$ cat src/hw/rtl/assert_macros.svh
// Assertion macros for the RTL; keypad_matrix_scanner includes them.
// No dependencies; the module that includes them must have i_clk and i_rst_n.
`ifndef ASSERT_MACROS_SVH
`define ASSERT_MACROS_SVH

// Checked on every rising clock edge once reset is released.
`define ASSERT_CLK(label, prop) \
    label: assert property (@(posedge i_clk) disable iff (!i_rst_n) prop) \
        else $error("assertion failed");

// Checked on every rising clock edge, also while reset is held.
`define ASSERT_ALWAYS(label, prop) \
    label: assert property (@(posedge i_clk) prop) \
        else $error("assertion failed");

`endif

$ cat src/hw/rtl/kms_pkg.sv
// Package for the keypad matrix scanner: field widths, key codes,
// table modes, configuration indexes and the 3x5x8 character table.
`default_nettype none

package kms_pkg;

    localparam int ROW_W   = 5;
    localparam int COL_W   = 3;
    localparam int CNT_W   = 4;
    localparam int CODE_W  = 8;
    localparam int DRIVE_W = 7;
    localparam int HOLD_W  = 16;
    localparam int CFG_IDX_W = 2;

    localparam logic [CODE_W-1:0] CODE_SHIFT = 8'h16;
    localparam logic [CODE_W-1:0] CODE_CAPS  = 8'h04;

    localparam logic [1:0] MODE_LOWER   = 2'd0;
    localparam logic [1:0] MODE_UPPER   = 2'd1;
    localparam logic [1:0] MODE_SHIFTED = 2'd2;

    localparam logic [CFG_IDX_W-1:0] CFG_HOLDOFF   = 2'd0;
    localparam logic [CFG_IDX_W-1:0] CFG_THRESHOLD = 2'd1;

    localparam logic [HOLD_W-1:0] HOLDOFF_RESET   = 16'd300;
    localparam logic [CNT_W-1:0]  THRESHOLD_RESET = 4'd4;

    localparam logic [CODE_W-1:0] CHAR_TABLE [0:2][0:4][0:7] = '{
        '{
            '{8'h03, 8'h01, 8'h02, 8'h61, 8'h62, 8'h63, 8'h64, 8'h00},
            '{8'h6B, 8'h65, 8'h66, 8'h67, 8'h68, 8'h69, 8'h6A, 8'h00},
            '{8'h72, 8'h6C, 8'h6D, 8'h6E, 8'h6F, 8'h70, 8'h71, 8'h00},
            '{8'h79, 8'h73, 8'h74, 8'h75, 8'h76, 8'h77, 8'h78, 8'h00},
            '{8'h15, 8'h7A, 8'h16, 8'h04, 8'h08, 8'h05, 8'h5C, 8'h00}
        },
        '{
            '{8'h03, 8'h01, 8'h02, 8'h41, 8'h42, 8'h43, 8'h44, 8'h00},
            '{8'h4B, 8'h45, 8'h46, 8'h47, 8'h48, 8'h49, 8'h4A, 8'h00},
            '{8'h52, 8'h4C, 8'h4D, 8'h4E, 8'h4F, 8'h50, 8'h51, 8'h00},
            '{8'h59, 8'h53, 8'h54, 8'h55, 8'h56, 8'h57, 8'h58, 8'h00},
            '{8'h15, 8'h5A, 8'h16, 8'h04, 8'h08, 8'h05, 8'h5C, 8'h00}
        },
        '{
            '{8'h03, 8'h01, 8'h02, 8'h31, 8'h32, 8'h33, 8'h34, 8'h00},
            '{8'h40, 8'h35, 8'h36, 8'h37, 8'h38, 8'h39, 8'h30, 8'h00},
            '{8'h22, 8'h2B, 8'h2D, 8'h2A, 8'h2F, 8'h3D, 8'h11, 8'h00},
            '{8'h14, 8'h1B, 8'h2C, 8'h2E, 8'h3F, 8'h13, 8'h3A, 8'h00},
            '{8'h15, 8'h09, 8'h16, 8'h04, 8'h08, 8'h05, 8'h5C, 8'h00}
        }
    };

endpackage

`default_nettype wire

$ cat src/hw/rtl/keypad_matrix_scanner.sv
// Keypad matrix scanner: each accepted row sample gives one registered result beat.
// Throughput is one sample per cycle; the scan state and the output register update
// in the same edge, and a new sample is taken whenever the output register is empty
// or its beat is taken in that cycle. The configuration port is always ready.
// Synchronous active-low reset returns the scan to column 0 in lower-case mode, loads
// holdoff 300 and threshold 4 and empties the output; uses kms_pkg, assert_macros.svh.
`default_nettype none

`include "assert_macros.svh"

module keypad_matrix_scanner
    import kms_pkg::*;
#(
    parameter int NUM_COLUMNS     = 7,
    parameter int CONFIRM_SAMPLES = 8
) (
    input  wire logic                 i_clk,
    input  wire logic                 i_rst_n,

    input  wire logic                 i_in_valid,
    output logic                      o_in_ready,
    input  wire logic [ROW_W-1:0]     i_row_bits,

    output logic                      o_out_valid,
    input  wire logic                 i_out_ready,
    output logic [DRIVE_W-1:0]        o_column_drive,
    output logic                      o_key_valid,
    output logic [CODE_W-1:0]         o_key_code,
    output logic [1:0]                o_table_mode,

    input  wire logic                 i_cfg_valid,
    output logic                      o_cfg_ready,
    input  wire logic [CFG_IDX_W-1:0] i_cfg_index,
    input  wire logic [HOLD_W-1:0]    i_cfg_data
);

    typedef enum logic [1:0] {
        PH_SCAN    = 2'd0,
        PH_CONFIRM = 2'd1,
        PH_HOLD    = 2'd2
    } t_phase;

    localparam logic [CNT_W:0]   NUM_COLS_C = (CNT_W+1)'(NUM_COLUMNS);
    localparam logic [CNT_W-1:0] CONFIRM_C  = CNT_W'(CONFIRM_SAMPLES);

    logic [HOLD_W-1:0] r_holdoff_samples;
    logic [CNT_W-1:0]  r_threshold;

    t_phase            r_phase,         n_phase;
    logic [COL_W-1:0]  r_col,           n_col;
    logic [ROW_W-1:0]  r_first_sample,  n_first_sample;
    logic [ROW_W-1:0]  r_prev_sample,   n_prev_sample;
    logic [CNT_W-1:0]  r_confirm_count, n_confirm_count;
    logic [CNT_W-1:0]  r_match_count,   n_match_count;
    logic [HOLD_W-1:0] r_holdoff_count, n_holdoff_count;
    logic [1:0]        r_mode,          n_mode;

    logic                r_out_valid;
    logic [DRIVE_W-1:0]  r_column_drive;
    logic                r_key_valid,   n_key_valid;
    logic [CODE_W-1:0]   r_key_code,    n_key_code;
    logic [1:0]          r_table_mode;

    logic                in_accept;
    logic [CNT_W:0]      inc_col;
    logic [COL_W-1:0]    wrap_col;
    logic [2:0]          row_idx;
    logic [1:0]          mode_sel;
    logic [CODE_W-1:0]   table_code;
    logic                row_onehot;
    logic [HOLD_W-1:0]   hold_dec;
    logic [(1<<COL_W)-1:0] drive_full;

    assign o_in_ready  = !r_out_valid || i_out_ready;
    assign in_accept   = i_in_valid && o_in_ready;
    assign o_cfg_ready = 1'b1;

    assign inc_col  = {2'b00, r_col} + 5'd1;
    assign wrap_col = (inc_col >= NUM_COLS_C) ? '0 : inc_col[COL_W-1:0];

    always_comb begin
        priority if (r_first_sample[0]) begin
            row_idx = 3'd0;
        end else if (r_first_sample[1]) begin
            row_idx = 3'd1;
        end else if (r_first_sample[2]) begin
            row_idx = 3'd2;
        end else if (r_first_sample[3]) begin
            row_idx = 3'd3;
        end else if (r_first_sample[4]) begin
            row_idx = 3'd4;
        end else begin
            row_idx = 3'd0;
        end
    end

    assign mode_sel   = (r_mode > MODE_SHIFTED) ? MODE_LOWER : r_mode;
    assign table_code = CHAR_TABLE[mode_sel][row_idx][r_col];
    assign row_onehot = (i_row_bits != '0) && ((i_row_bits & (i_row_bits - 5'd1)) == '0);
    assign hold_dec   = (r_holdoff_count != '0) ? r_holdoff_count - 16'd1 : r_holdoff_count;

    always_comb begin
        n_phase         = r_phase;
        n_col           = r_col;
        n_first_sample  = r_first_sample;
        n_prev_sample   = r_prev_sample;
        n_confirm_count = r_confirm_count;
        n_match_count   = r_match_count;
        n_holdoff_count = r_holdoff_count;
        n_mode          = r_mode;
        n_key_valid     = 1'b0;
        n_key_code      = '0;

        unique case (r_phase)
            PH_HOLD: begin
                n_holdoff_count = hold_dec;
                if (hold_dec == '0) begin
                    n_phase = PH_SCAN;
                end
                n_col = '0;
            end
            PH_CONFIRM: begin
                n_match_count   = (i_row_bits == r_prev_sample) ? r_match_count + 4'd1
                                                                 : r_match_count;
                n_prev_sample   = i_row_bits;
                n_confirm_count = r_confirm_count + 4'd1;
                if (n_confirm_count >= CONFIRM_C) begin
                    if (n_match_count > r_threshold) begin
                        if (table_code == CODE_SHIFT) begin
                            n_mode = MODE_SHIFTED;
                        end else if (table_code == CODE_CAPS) begin
                            n_mode = MODE_UPPER;
                        end else begin
                            n_key_valid = 1'b1;
                            n_key_code  = table_code;
                            n_mode      = MODE_LOWER;
                        end
                        n_col           = '0;
                        n_holdoff_count = r_holdoff_samples;
                        n_phase         = (r_holdoff_samples == '0) ? PH_SCAN : PH_HOLD;
                    end else begin
                        n_col   = wrap_col;
                        n_phase = PH_SCAN;
                    end
                end
            end
            default: begin
                if (row_onehot) begin
                    n_first_sample  = i_row_bits;
                    n_prev_sample   = i_row_bits;
                    n_confirm_count = '0;
                    n_match_count   = '0;
                    n_phase         = PH_CONFIRM;
                end else begin
                    n_col   = wrap_col;
                    n_phase = PH_SCAN;
                end
            end
        endcase
    end

    assign drive_full = (1 << COL_W)'(1) << n_col;

    always_ff @(posedge i_clk) begin
        if (!i_rst_n) begin
            r_holdoff_samples <= HOLDOFF_RESET;
            r_threshold       <= THRESHOLD_RESET;
            r_phase           <= PH_SCAN;
            r_col             <= '0;
            r_first_sample    <= '0;
            r_prev_sample     <= '0;
            r_confirm_count   <= '0;
            r_match_count     <= '0;
            r_holdoff_count   <= '0;
            r_mode            <= MODE_LOWER;
            r_out_valid       <= 1'b0;
        end else begin
            if (i_cfg_valid && o_cfg_ready) begin
                unique case (i_cfg_index)
                    CFG_HOLDOFF:   r_holdoff_samples <= i_cfg_data;
                    CFG_THRESHOLD: r_threshold       <= i_cfg_data[CNT_W-1:0];
                    default: ;
                endcase
            end
            if (in_accept) begin
                r_phase         <= n_phase;
                r_col           <= n_col;
                r_first_sample  <= n_first_sample;
                r_prev_sample   <= n_prev_sample;
                r_confirm_count <= n_confirm_count;
                r_match_count   <= n_match_count;
                r_holdoff_count <= n_holdoff_count;
                r_mode          <= n_mode;
                r_column_drive  <= drive_full[DRIVE_W-1:0];
                r_key_valid     <= n_key_valid;
                r_key_code      <= n_key_code;
                r_table_mode    <= n_mode;
                r_out_valid     <= 1'b1;
            end else if (i_out_ready) begin
                r_out_valid <= 1'b0;
            end
        end
    end

    assign o_out_valid    = r_out_valid;
    assign o_column_drive = r_column_drive;
    assign o_key_valid    = r_key_valid;
    assign o_key_code     = r_key_code;
    assign o_table_mode   = r_table_mode;

    `ASSERT_CLK(a_accept_gives_beat, in_accept |=> r_out_valid)
    `ASSERT_CLK(a_key_returns_lower, (r_out_valid && r_key_valid) |-> (r_table_mode == MODE_LOWER))
    `ASSERT_CLK(a_no_key_zero_code, (r_out_valid && !r_key_valid) |-> (r_key_code == '0))
    `ASSERT_CLK(a_hold_on_column_zero, (r_phase == PH_HOLD) |-> (r_col == '0))
    `ASSERT_CLK(a_confirm_in_range, (r_phase == PH_CONFIRM) |-> (r_confirm_count < CONFIRM_C))
    `ASSERT_ALWAYS(a_reset_empties_output, !i_rst_n |=> !r_out_valid)

endmodule

`default_nettype wire

$ cat config.mk
export PLATFORM = sky130hd
export DESIGN_NAME = keypad_matrix_scanner
export DESIGN_NICKNAME = d
export VERILOG_FILES = /design/src/hw/rtl/kms_pkg.sv /design/src/hw/rtl/keypad_matrix_scanner.sv
export VERILOG_INCLUDE_DIRS = /design/src /design/src/hw/rtl
export SDC_FILE = /design/constraint.sdc
export NUM_CORES = 1
export LEC_CHECK = 0
export BUFFER_PORTS_ARGS = -buffer_cell sky130_fd_sc_hd__buf_2
export CORE_AREA = 2 2 124 126
export DETAILED_ROUTE_END_ITERATION = 8
export DIE_AREA = 0 0 126 128
export PLACE_DENSITY_LB_ADDON = 0.08
export SKIP_CTS_REPAIR_TIMING = 1
export SLEW_MARGIN = 10
export SYNTH_ARGS = -nofsm -noshare
export SYNTH_HDL_FRONTEND = slang
export SYNTH_SLANG_ARGS = --single-unit
$ cat constraint.sdc
create_clock -name i_clk -period 4.85 [get_ports i_clk]
set_clock_uncertainty 0.05 [all_clocks]
set_input_delay 0.485 -clock i_clk [delete_from_list [all_inputs] [get_ports i_clk]]
set_output_delay 0.485 -clock i_clk [all_outputs]
set_load 0.05 [all_outputs]
==> impl_results.md <==
* Status: finished clean
* Total wirelength of the detailed-routed design at 15,100 um
* Antenna-violating nets left at 0
* Library cells used by synthesis at 78
* Maximum ir drop on the vdd rail at 0.159 mV
* Slowest Stage Delay on Critical Path at 0.66 ns
* Share of cell area taken by muxes after synthesis at 4.13%
* Synth warn at 0
* Die H at 128 um
* Finish-stage setup viols at 0
* Detailed-placement wirelength estimate at 10,700 um
* Clk pwr share at 40.4%
* Reported max-cap violation count at 0
* Worst path cell trace: xnor2_1 > nand3_1 > nor3_1 > buf_4 > mux2_2 > ha_1 > nor2b_1 > o21a_1 > o21a_1 > o21a_1 > o41ai_1 > a32oi_1 > and3_1
* Sequential area share after synthesis at 34.2%
* Power per cell area at 289 mW/mm2
* Syn avg cell area at 7.89 um2
* Via count normalized by instance count at 5.84
* Synthesis-to-finish area growth at 11.8%
* Crit. path cell count at 13
* Dominant combinational cell family by area after synthesis: compound AO/OA/AOI/OAI gates
* Number of iterations in the first detailed-routing pass at 5
* Maximum fanout count along the critical path at 8
* Launch point of the worst path: r_prev_sample[4]$_SDFFE_PN0P_
* Cell row count at 45
* Internal power at 1.15 mW
* Category of the worst setup path capture point: register
* IO buf count at 46
* Crit path to: o_column_drive[1]$_SDFFCE_PP0P_
* Worst-Skew Late Latency at 0.35 ns
* Number of enable-type register cells in the synthesized netlist at 17
* Post-synthesis async set-or-reset flop share at 0%
* Class of the most critical setup path: register to register
* Cell at the slowest stage of the critical path: sky130_fd_sc_hd__o41ai_1
* Final Core Density at 38.5%
* Number of placed I/O pins at 49
* Switching share of total power at 30.4%
* CTS root buf: sky130_fd_sc_hd__clkbuf_16
* Max-slew headroom at 25.8%
* Initial detailed-routing violation count at 558
* Cell occurring most often along the worst timing path: sky130_fd_sc_hd__o21a_1
* Post-Synthesis Cells at 649
* FF-to-FF Start: r_prev_sample[4]$_SDFFE_PN0P_
* Commonest cells after routing, fill and taps aside: 81 x sky130_fd_sc_hd__nand2_1, 63 x sky130_fd_sc_hd__nor2_1, 62 x sky130_fd_sc_hd__dfxtp_1, 46 x sky130_fd_sc_hd__buf_2, 44 x sky130_fd_sc_hd__a21oi_1
* Yosys reg bits at 79
* Transition at the pin with the smallest max-transition slack at 1.11 ns
* Maximum number of pins on one net before global-route repair at 30
* Sum of negative setup slack at 0 ns
* Number of inserted diodes at 0
* Share of synthesized cell area in full adder, half adder and majority cells at 3.18%
* CTS clock-pin slew for the worst setup and hold paths at 0.07 ns
* Combinational fraction of design power at 16.1%
* R2R Setup Slk at 0.89 ns
* Path type of the worst min-delay path: primary input to register
* Area of the mapped netlist at 0.00512 mm2
* Initial Utilization at 34.5%
* WP buf/inv at 1
* Remaining routing DRC violations at 0
* Clock Sink Count at 79
* Bufs on Longest Clock Path at 2
* Worst reg2reg path endpoint: o_column_drive[1]$_SDFFCE_PP0P_
* Critical Path Source Type: register
* Most frequent standard cell in the layout excluding fill and tap cells: sky130_fd_sc_hd__nand2_1
* TritonCTS buffer count at 9
* Overall global routing resource usage at 19.0%
* Via count of the first global-routing pass at 4,882
* Achievable Freq at 253 MHz
* Area of the core region at 0.0149 mm2
* Grt ovf at 0
* Required time worst endpoint at 4.90 ns
* Switching pwr at 0.503 mW
* Number of pins with negative max-slew slack in the final report at 0
* Most instantiated flip-flop cell in the synthesis netlist: sky130_fd_sc_hd__dfxtp_1
* First-pass GRT wire length at 24,900 um
* Horiz. Die Dim at 126 um
* Fraction of final layout cells sized beyond drive strength 1 at 13.5%
* Via count at 5,000
* Shortest period the worst path allows at 3.96 ns
* Crit path DAT at 4.01 ns
* Final hold violations at 0
* Unrepaired setup endpoints after global routing: no
* TritonCTS clock tree: yes
* Final layout net count at 704
* Initial antenna violation count at 0
* Die area at 0.0161 mm2
* Share of synthesized cell area in and, or, nand and nor gates at 24.0%
* Leakage component of the power at 2.13 nW
* Top Family by Delay on Critical Path: compound AO/OA/AOI/OAI gates
* Period utilization at 81.6%
* H-Tree Depth at 3
* Post-synth net total at 690
* Parity-gate share of the synthesized area counting xor and xnor cells at 1.88%
* Routability-driven placement congestion ratio at 0.926
* Worst R2R Path Depth at 13
* Fraction of the mapped netlist area in compound gates at 26.4%
* Relative contribution of sequential cells to total power at 43.6%
* Wire per inst at 17.7 um
synthesized netlist by cell type, drive strengths merged (12+ instances only):
cell | count | area [um2]
nand3 | 14 | 70.1
a31oi | 13 | 81.3
clkbuf | 32 | 121
o31ai | 13 | 103
nor3 | 22 | 110
nand2 | 81 | 304
nor2 | 64 | 243
nand4 | 12 | 75.1
edfxtp | 17 | 510
inv | 25 | 93.8
a21oi | 44 | 220
o211ai | 12 | 90.1
dfxtp | 62 | 1240
ha | 13 | 163
o21ai | 35 | 179
mux2i | 20 | 200
buf | 19 | 93.8
area by class of cell:
cell class / count / area, um2
Clock buffer: 10 / 239
Clock inverter: 6 / 50.0
Fill cell: 1571 / 9140
Inverter: 25 / 93.8
Multi-Input combinational cell: 494 / 3070
Sequential cell: 79 / 1750
Tap cell: 188 / 235
Timing Repair Buffer: 54 / 290
metrics by stage:
| step | hold WS, ns | cells | instance area, um2 | worst slack [ns] | power [mW] |
|---|---|---|---|---|---|
| after global placement | 0.413 | 840 | 5440 | 0.730 | 0.999 |
| after detailed placement | 0.421 | 840 | 5440 | 0.591 | 0.997 |
| after global routing | 0.299 | 856 | 5730 | 0.516 | 1.73 |
| final | 0.300 | 856 | 5730 | 0.891 | 1.65 |
| after floorplan | 0.395 | 649 | 5120 | 0.872 | 0.924 |
| after CTS | 0.290 | 856 | 5730 | 0.877 | 1.67 |
state kept, by name, summed over array words and instances, names as in the netlist:
register / count
r_confirm_count: 4
r_match_count: 4
r_phase: 2
o_out_valid: 1
o_key_code: 7
o_key_valid: 1
r_first_sample: 5
r_threshold: 4
r_holdoff_samples: 16
r_prev_sample: 5
o_table_mode: 2
r_mode: 2
o_column_drive: 7
r_col: 3
r_holdoff_count: 16
how the worst min path moves through the flow:
| stage | depth (start not counted) | startpoint | endpoint |
|---|---|---|---|
| 2_1_floorplan | 2 | r_holdoff_samples[15]$_SDFFE_PN0P_ | r_holdoff_samples[15]$_SDFFE_PN0P_ |
| 3_3_place_gp | 2 | r_phase[0]$_SDFFE_PN0P_ | r_phase[0]$_SDFFE_PN0P_ |
| 3_5_place_dp | 2 | r_holdoff_samples[7]$_SDFFE_PN0P_ | r_holdoff_samples[7]$_SDFFE_PN0P_ |
| 4_1_cts | 3 | i_cfg_data[5] | r_holdoff_samples[5]$_SDFFE_PN1P_ |
| 5_1_grt | 3 | i_cfg_data[5] | r_holdoff_samples[5]$_SDFFE_PN1P_ |
| 6_report | 3 | i_cfg_data[5] | r_holdoff_samples[5]$_SDFFE_PN1P_ |
metal layers:
metal,vias to the layer above,global-route usage [%],share of wire [%]
li1,2424,-,-
met1,2372,25.5,48
met2,167,29.3,44
met3,37,4.26,5.1
met4,0,8.34,3.0
met5,-,0,0
cell families (layout without fill, tap and decap cells):
kind of cell,count (synthesis),count (layout)
and+or+nand+nor,254,254
AOI/OAI and AO/OA,193,193
DFF,79,79
buffers and inverters,76,95
muxes,21,21
adders and majority gates,13,13
xor gates and xnor gates,11,11
other,2,2
worst register-to-register path, stage by stage, from the launching register on:
cell                      delay, ns
sky130_fd_sc_hd__dfxtp_1       0.32
sky130_fd_sc_hd__xnor2_1       0.15
sky130_fd_sc_hd__nand3_1       0.09
sky130_fd_sc_hd__nor3_1        0.20
sky130_fd_sc_hd__buf_4         0.17
sky130_fd_sc_hd__mux2_2        0.35
sky130_fd_sc_hd__ha_1          0.29
sky130_fd_sc_hd__nor2b_1       0.13
sky130_fd_sc_hd__o21a_1        0.16
sky130_fd_sc_hd__o21a_1        0.18
sky130_fd_sc_hd__o21a_1        0.27
sky130_fd_sc_hd__o41ai_1       0.66
sky130_fd_sc_hd__a32oi_1       0.40
sky130_fd_sc_hd__and3_1        0.30
power groups by stage:
stage	Clock, mW	Sequential (mW)	Combinational (mW)
floorplan	0	0.740	0.184
global placement	0	0.736	0.263
detailed placement	0	0.735	0.262
CTS	0.689	0.720	0.263
global route	0.718	0.724	0.290
finish	0.667	0.721	0.266
Note: power is estimated with default switching activity, not from simulation.
